==> config.mk <==
export PLATFORM = sky130hd
export DESIGN_NAME = fprc_ctrl
export DESIGN_NICKNAME = d
export VERILOG_FILES = /design/src/rtl/core/fprc_pkg.sv /design/src/rtl/core/fprc_ctrl.sv
export SDC_FILE = /design/constraint.sdc
export NUM_CORES = 1
export LEC_CHECK = 0
export BUFFER_PORTS_ARGS = -buffer_cell sky130_fd_sc_hd__buf_2
export CAP_MARGIN = 25
export CORE_UTILIZATION = 40
export DETAILED_ROUTE_END_ITERATION = 10
export RECOVER_POWER = 100
export SLEW_MARGIN = 15
export SYNTH_ARGS = -nofsm -noshare
export SYNTH_HDL_FRONTEND = slang
export SYNTH_SLANG_ARGS = --single-unit
==> constraint.sdc <==
create_clock -name clk_i -period 2.6 [get_ports clk_i]
set_clock_uncertainty 0.15 [all_clocks]
set_input_delay 0.52 -clock clk_i [delete_from_list [all_inputs] [get_ports clk_i]]
set_output_delay 0.52 -clock clk_i [all_outputs]
set_load 0.05 [all_outputs]
==> src/rtl/core/fprc_pkg.sv <==
// ----------------------------------------------------------------------------
// fprc_pkg
// Shared types and constants for the framed packet receiver.
// ----------------------------------------------------------------------------
package fprc_pkg;

  localparam logic [1:0] FUNC_RX   = 2'd0;
  localparam logic [1:0] FUNC_READ = 2'd1;
  localparam logic [1:0] FUNC_PEEK = 2'd2;

  localparam logic [7:0] SYNC_BYTE = 8'h06;
  localparam logic [7:0] KIND_BYTE = 8'h85;
  localparam logic [7:0] CRC_POLY  = 8'h8C;
  localparam int unsigned HDR_LEN  = 5;
  localparam int unsigned DEST_POS = 3;
  localparam int unsigned LEN_POS  = 4;

  // datapath commands
  typedef enum logic [3:0] {
    CMD_NONE,
    CMD_PUSH,       // write rx byte at tail
    CMD_RD_OFS,     // ring read at head + offset
    CMD_LATCH_LEN,  // capture size byte from last read
    CMD_CHK_SYNC,   // no datapath action
    CMD_CRC_CLR,
    CMD_CRC_BYTE,   // fold last read byte into CRC
    CMD_SHIFT_FRM,  // shift last read byte into frame register
    CMD_STORE,      // write frame to store
    CMD_DROP1,
    CMD_DROPPKT,
    CMD_ACCESS      // read/peek store
  } cmd_e;

  typedef struct packed {
    cmd_e       cmd;
    logic [8:0] ofs;
  } ctrl_t;

  typedef struct packed {
    logic [8:0] count;
    logic [7:0] rd_byte;
    logic [8:0] len;
    logic       crc_ok;
    logic       ring_full;
  } stat_t;

  function automatic logic [7:0] crc8_step(logic [7:0] acc, logic [7:0] d);
    logic [7:0] a;
    a = acc;
    for (int b = 0; b < 8; b++) begin
      if (a[0] ^ d[b]) a = (a >> 1) ^ CRC_POLY;
      else a = a >> 1;
    end
    return a;
  endfunction

endpackage

==> src/rtl/core/fprc_ctrl.sv <==
// ----------------------------------------------------------------------------
// fprc_ctrl
// Sequencer: accepts beats, rescans the ring, walks CRC and frame stores.
// ----------------------------------------------------------------------------
module fprc_ctrl #(
  parameter int unsigned MAX_PACKET_BYTES = 64
) (
  input  logic            clk_i,
  input  logic            rst_ni,
  input  logic            in_valid_i,
  output logic            in_ready_o,
  input  logic [1:0]      func_i,
  output logic            clear_flag_o,
  input  logic [7:0]      own_address_i,
  input  fprc_pkg::stat_t stat_i,
  output fprc_pkg::ctrl_t ctrl_o,
  output logic            out_valid_o,
  input  logic            out_ready_i
);
  typedef enum logic [3:0] {
    S_IDLE, S_ACC, S_SCAN, S_SYNC, S_HDR, S_LEN, S_CRC, S_CHK, S_FRM, S_DONE
  } state_e;

  state_e     state_q;
  logic [8:0] ofs_q;
  logic [1:0] phase_q;   // header byte checks / frame byte count
  logic       hdr_bad_q;
  logic       out_v_q;

  logic       accept;
  assign in_ready_o   = (state_q == S_IDLE) && !out_v_q;
  assign accept       = in_valid_i && in_ready_o;
  assign out_valid_o  = out_v_q;
  // store access happens on the accepting edge
  assign clear_flag_o = (func_i == fprc_pkg::FUNC_READ);

  logic [9:0] total;
  assign total = {1'b0, stat_i.len} + 10'(fprc_pkg::HDR_LEN + 1);

  always_comb begin
    ctrl_o.cmd = fprc_pkg::CMD_NONE;
    ctrl_o.ofs = ofs_q;
    unique case (state_q)
      S_IDLE: begin
        if (accept && func_i == fprc_pkg::FUNC_RX) ctrl_o.cmd = fprc_pkg::CMD_PUSH;
        else if (accept && (func_i == fprc_pkg::FUNC_READ ||
                            func_i == fprc_pkg::FUNC_PEEK))
          ctrl_o.cmd = fprc_pkg::CMD_ACCESS;
      end
      S_SCAN: ctrl_o.ofs = '0;  // head byte
      S_SYNC: if (stat_i.rd_byte != fprc_pkg::SYNC_BYTE) ctrl_o.cmd = fprc_pkg::CMD_DROP1;
      S_HDR:  if (phase_q == 2'd3) ctrl_o.cmd = fprc_pkg::CMD_LATCH_LEN;
      S_LEN:  ctrl_o.cmd = fprc_pkg::CMD_CRC_CLR;
      S_CRC:  if (ofs_q > 9'(fprc_pkg::HDR_LEN)) ctrl_o.cmd = fprc_pkg::CMD_CRC_BYTE;
      S_CHK:  ctrl_o.cmd = (hdr_bad_q || !stat_i.crc_ok) ? fprc_pkg::CMD_DROP1
                                                          : fprc_pkg::CMD_NONE;
      S_FRM: begin
        if (phase_q == 2'd3 && ofs_q > 9'(fprc_pkg::HDR_LEN)) ctrl_o.cmd = fprc_pkg::CMD_STORE;
        else if (ofs_q > 9'(fprc_pkg::HDR_LEN)) ctrl_o.cmd = fprc_pkg::CMD_SHIFT_FRM;
      end
      S_DONE: ctrl_o.cmd = fprc_pkg::CMD_DROPPKT;
      default: ;
    endcase
  end

  // ring read at ofs_q lands in rd_byte on the next cycle
  always_ff @(posedge clk_i or negedge rst_ni) begin
    if (!rst_ni) begin
      state_q   <= S_IDLE;
      ofs_q     <= '0;
      phase_q   <= '0;
      hdr_bad_q <= 1'b0;
      out_v_q   <= 1'b0;
    end else begin
      if (out_v_q && out_ready_i) out_v_q <= 1'b0;
      unique case (state_q)
        S_IDLE: if (accept) begin
          ofs_q <= '0;
          priority if (func_i == fprc_pkg::FUNC_RX) state_q <= S_SCAN;
          else if (func_i == fprc_pkg::FUNC_READ || func_i == fprc_pkg::FUNC_PEEK)
            state_q <= S_ACC;
          else state_q <= S_IDLE;
        end
        S_ACC: begin
          out_v_q <= 1'b1;
          state_q <= S_IDLE;
        end
        S_SCAN: begin
          ofs_q <= 9'd1;
          if (stat_i.count == 9'd0) state_q <= S_IDLE;
          else state_q <= S_SYNC;
        end
        S_SYNC: begin
          if (stat_i.rd_byte != fprc_pkg::SYNC_BYTE) state_q <= S_SCAN;
          else if (stat_i.count < 9'(fprc_pkg::HDR_LEN)) state_q <= S_IDLE;
          else begin
            ofs_q     <= 9'd2;  // read for kind byte (offset 1) issued now
            phase_q   <= 2'd0;
            hdr_bad_q <= 1'b0;
            state_q   <= S_HDR;
          end
        end
        // rd_byte here: phase 0 -> offset 1, 1 -> 2, 2 -> 3, 3 -> 4
        S_HDR: begin
          ofs_q   <= ofs_q + 9'd1;
          phase_q <= phase_q + 2'd1;
          if (phase_q == 2'd0 && stat_i.rd_byte != fprc_pkg::KIND_BYTE) hdr_bad_q <= 1'b1;
          if (phase_q == 2'd2 && stat_i.rd_byte != own_address_i) hdr_bad_q <= 1'b1;
          if (phase_q == 2'd3) state_q <= S_LEN;
        end
        S_LEN: begin
          ofs_q <= 9'(fprc_pkg::HDR_LEN);
          if (hdr_bad_q || stat_i.len[1:0] != 2'd0 ||
              total > 10'(MAX_PACKET_BYTES)) begin
            state_q <= S_CHK;
            hdr_bad_q <= 1'b1;
          end else if ({1'b0, stat_i.count} < total) state_q <= S_IDLE;
          else state_q <= S_CRC;
        end
        S_CRC: begin
          ofs_q <= ofs_q + 9'd1;
          if (ofs_q == 9'(fprc_pkg::HDR_LEN) + stat_i.len) state_q <= S_CHK;
        end
        S_CHK: begin
          phase_q <= 2'd0;
          ofs_q   <= 9'(fprc_pkg::HDR_LEN);
          if (hdr_bad_q || !stat_i.crc_ok) state_q <= S_SCAN;
          else state_q <= S_FRM;
        end
        S_FRM: begin
          ofs_q <= ofs_q + 9'd1;
          if (ofs_q > 9'(fprc_pkg::HDR_LEN)) phase_q <= phase_q + 2'd1;
          if (ofs_q == 9'(fprc_pkg::HDR_LEN) + stat_i.len) state_q <= S_DONE;
        end
        S_DONE: state_q <= S_SCAN;
        default: state_q <= S_IDLE;
      endcase
    end
  end
endmodule

==> results.ini <==
[logic_synthesis]
yosysMostFrequentCell = o21ai_0
netlist_instances = 283
yosys.area.top_type_share_pct = 19.2
synthFlopType = dfrtp_1
netlist_top_cells_area = dfrtp_1, ha_1, xnor2_1
yosysWarnings = 0
synth_area_per_cell_um2 = 7.83
synth_common_cells = o21ai_0, nor2_1, nand2_1
ys_seq_area_share_pct = 19.2
syn_area_um2 = 2220
synth_top_area_cell = dfrtp_1
synth_edf_count = 0
synth_nets = 345
ys_types = 57
synthArstFlopShare_pct = 100
ys_seq_elements = 17

[sta]
setup_violations = 0
fin_crit_sh_pct = 97.6
setup_tns_ns = 0
drv_slew = 0
worstMarginPinSlew_ns = 0.988
hold-worst-slack_ns = 0.242
finalHoldViolCount = 0
max_freq_ghz = 0.394
relSlewSlack_pct = 34.1
period_minus_slack_ns = 2.54
grt_setup_unrepaired = yes

[drt]
drc = 0
ant_nets = 0
via_per_inst = 5.35
routed_wl_um = 6140
dr.pass1.iters = 6
via_count = 2342
wl_per_cell_um = 14.0
drtIter0Drc = 183

[place]
dp.cells = 433
port_buffers = 56
place_area_um2 = 2800
place_congestion = 0.851
place_hpwl_um = 4750

[floorplan]
io_pins = 58
die_y_um = 76.4
start_util_pct = 42.6
dieArea_um2 = 5840
fp.coreArea_um2 = 5200
die_w_um = 76.4
rows = 26

[worst_setup_path]
crit_arrival_ns = 2.52
crit_buf_inv = 2
crit_path_end_kind = flip-flop
worstPathCellList = buf_2 > inv_4 > ha_4 > nor2_4 > xnor2_2 > ha_1 > a21o_1 > a211oi_2 > o21ai_1 > o211a_1 > o21ai_2 > nor4b_4 > o22ai_1
cpPeakStageDelay_ns = 0.26
critPathRequiredTime_ns = 2.58
worstSetupPathType = in2reg
crit_family = compound AO/OA/AOI/OAI gates
cp-start-kind = input pin
crit_fanout = 5
cp_slowest_cell = ha_1

[cells_and_area]
multi_input_area_um2 = 1750
layoutNonFillerInstCount = 438
syn_to_final_growth_pct = 32.9
final_cell_area_um2 = 2950
drive_above_1_share_pct = 31.8
antenna_cells = 0
regArea_um2 = 425
fin_nets = 431
fill_cells = 534

[outcome]
status = finished, final reports clean

[global_route]
grt_pass1_wl_um = 10700
antenna_found_initial = 0
grt_pass1_vias = 2282
grt-ovfl-total = 0
grt.total_usage_pct = 22.0
grt_max_degree = 18

[power]
switching_share_pct = 50.3
powerDensity_nw_per_um2 = 653
clkPwrFrac_pct = 11.0
p_leak_uw = 0.00139
ir_drop_uv = 516
seqPwrFrac_pct = 19.8
p_sw_uw = 967
cellInternalPower_uw = 956
pwr-share-comb_pct = 69.2

[clocking]
cts_buffers = 3
cts_buffer_depth = 2
clkTransAtPathRegs_ns = 0.08
h-tree-depth = 1
worstSkewPairLatency_ns = 0.26
cts_sinks = 17
cts_tree = done
root_buffer = clkbuf_8
postCtsHoldBufs = 0

[min_path]
hold_class = in2async

[run]
maxCapViolCount = 0

[cell families (layout without fill, tap and decap cells)]
logic type	after synthesis	after routing	share of synthesized area, %
simple gates	105	105	24.9
compound gates	84	84	25.4
xor+xnor	28	28	11.1
buf+inv	27	112	7.23
fa+ha+maj	20	20	11.3
flops	17	17	19.2
mux	2	2	0.960
[cell type report]
cell class	count	share of cell area [%]
clock buffers	4	1.53
multi-input cells	239	59.5
repair buffers	95	19.8
inverters	13	1.74
flip-flops and latches	17	14.4
well taps	70	2.97
[worst reg2reg max path: cells and delay by family, from the launching register on]
family          cells  cell delay [ns]
xor+xnor            1             0.30
buf+inv             1             0.14
simple gates        1             0.08
flops               1             0.47
compound gates      5             0.84
[power groups by stage]
stage               Sequential, uW  Combinational, uW  Clock [uW]
global route                   390               1450         228
floorplan                      419                867           0
CTS                            378               1300         218
global placement               382               1270           0
detailed placement             383               1280           0
finish                         381               1330         212
[sequential cells by signal, summed over array words and instances, names as in the netlist]
signal / count
hdr_bad_q: 1
ofs_q: 9
out_valid_o: 1
state_q: 4
phase_q: 2
[what timing repair did]
action | 4_1_cts | 5_1_grt
gates resized for setup | 7 | 17
gates cloned | 0 | 0
setup buffers | 0 | 1
setup endpoints to repair | 4 | 5
pin swaps | 1 | 10
[stage by stage]
step / setup WS (ns) / utilization (%) / total power (uW)
2_1_floorplan: -0.0134 / - / 1290
3_3_place_gp: -0.227 / 53.8 / 1650
3_5_place_dp: -0.260 / 53.8 / 1660
4_1_cts: 0.000400 / 55.2 / 1900
5_1_grt: -0.0267 / 56.6 / 2060
6_report: 0.0636 / 56.6 / 1920
[cell usage in the layout (no fill, tap or decap), types with 8 or more instances in the layout]
cell and n:
buf_2 43, buf_4 38, nor2_1 24, o21ai_0 24, nand2_1 22, ha_1 19, xnor2_1 18, a21oi_1 17
dfrtp_1 17, inv_1 12, xor2_1 9, nand4_1 8
[final timing paths]
path | startpoint | endpoint | slack, ns | cells after the start
setup / recovery | stat_i[4] | state_q[1]$_DFFE_PN0P_ | 0.06 | 13
hold / removal | rst_ni | phase_q[0]$_DFFE_PN0P_ | 0.24 | 1
setup reg to reg | ofs_q[5]$_DFFE_PN0P_ | state_q[1]$_DFFE_PN0P_ | 0.49 | 8
hold reg to reg | phase_q[0]$_DFFE_PN0P_ | phase_q[0]$_DFFE_PN0P_ | 0.36 | 1
max in group asynchronous | rst_ni | ofs_q[0]$_DFFE_PN0P_ | 1.45 | 1
min in group clk_i | out_ready_i | out_valid_o$_DFFE_PN0P_ | 0.29 | 2
[per-layer routing]
layer	up-vias	share of wire [%]	global-route usage, %
met4	0	0.47	2.12
met3	4	4.2	3.35
met2	51	47	37.6
li1	1198	-	-
met1	1089	48	30.0
met5	-	0	0
Power figures use the tool's default switching activity.
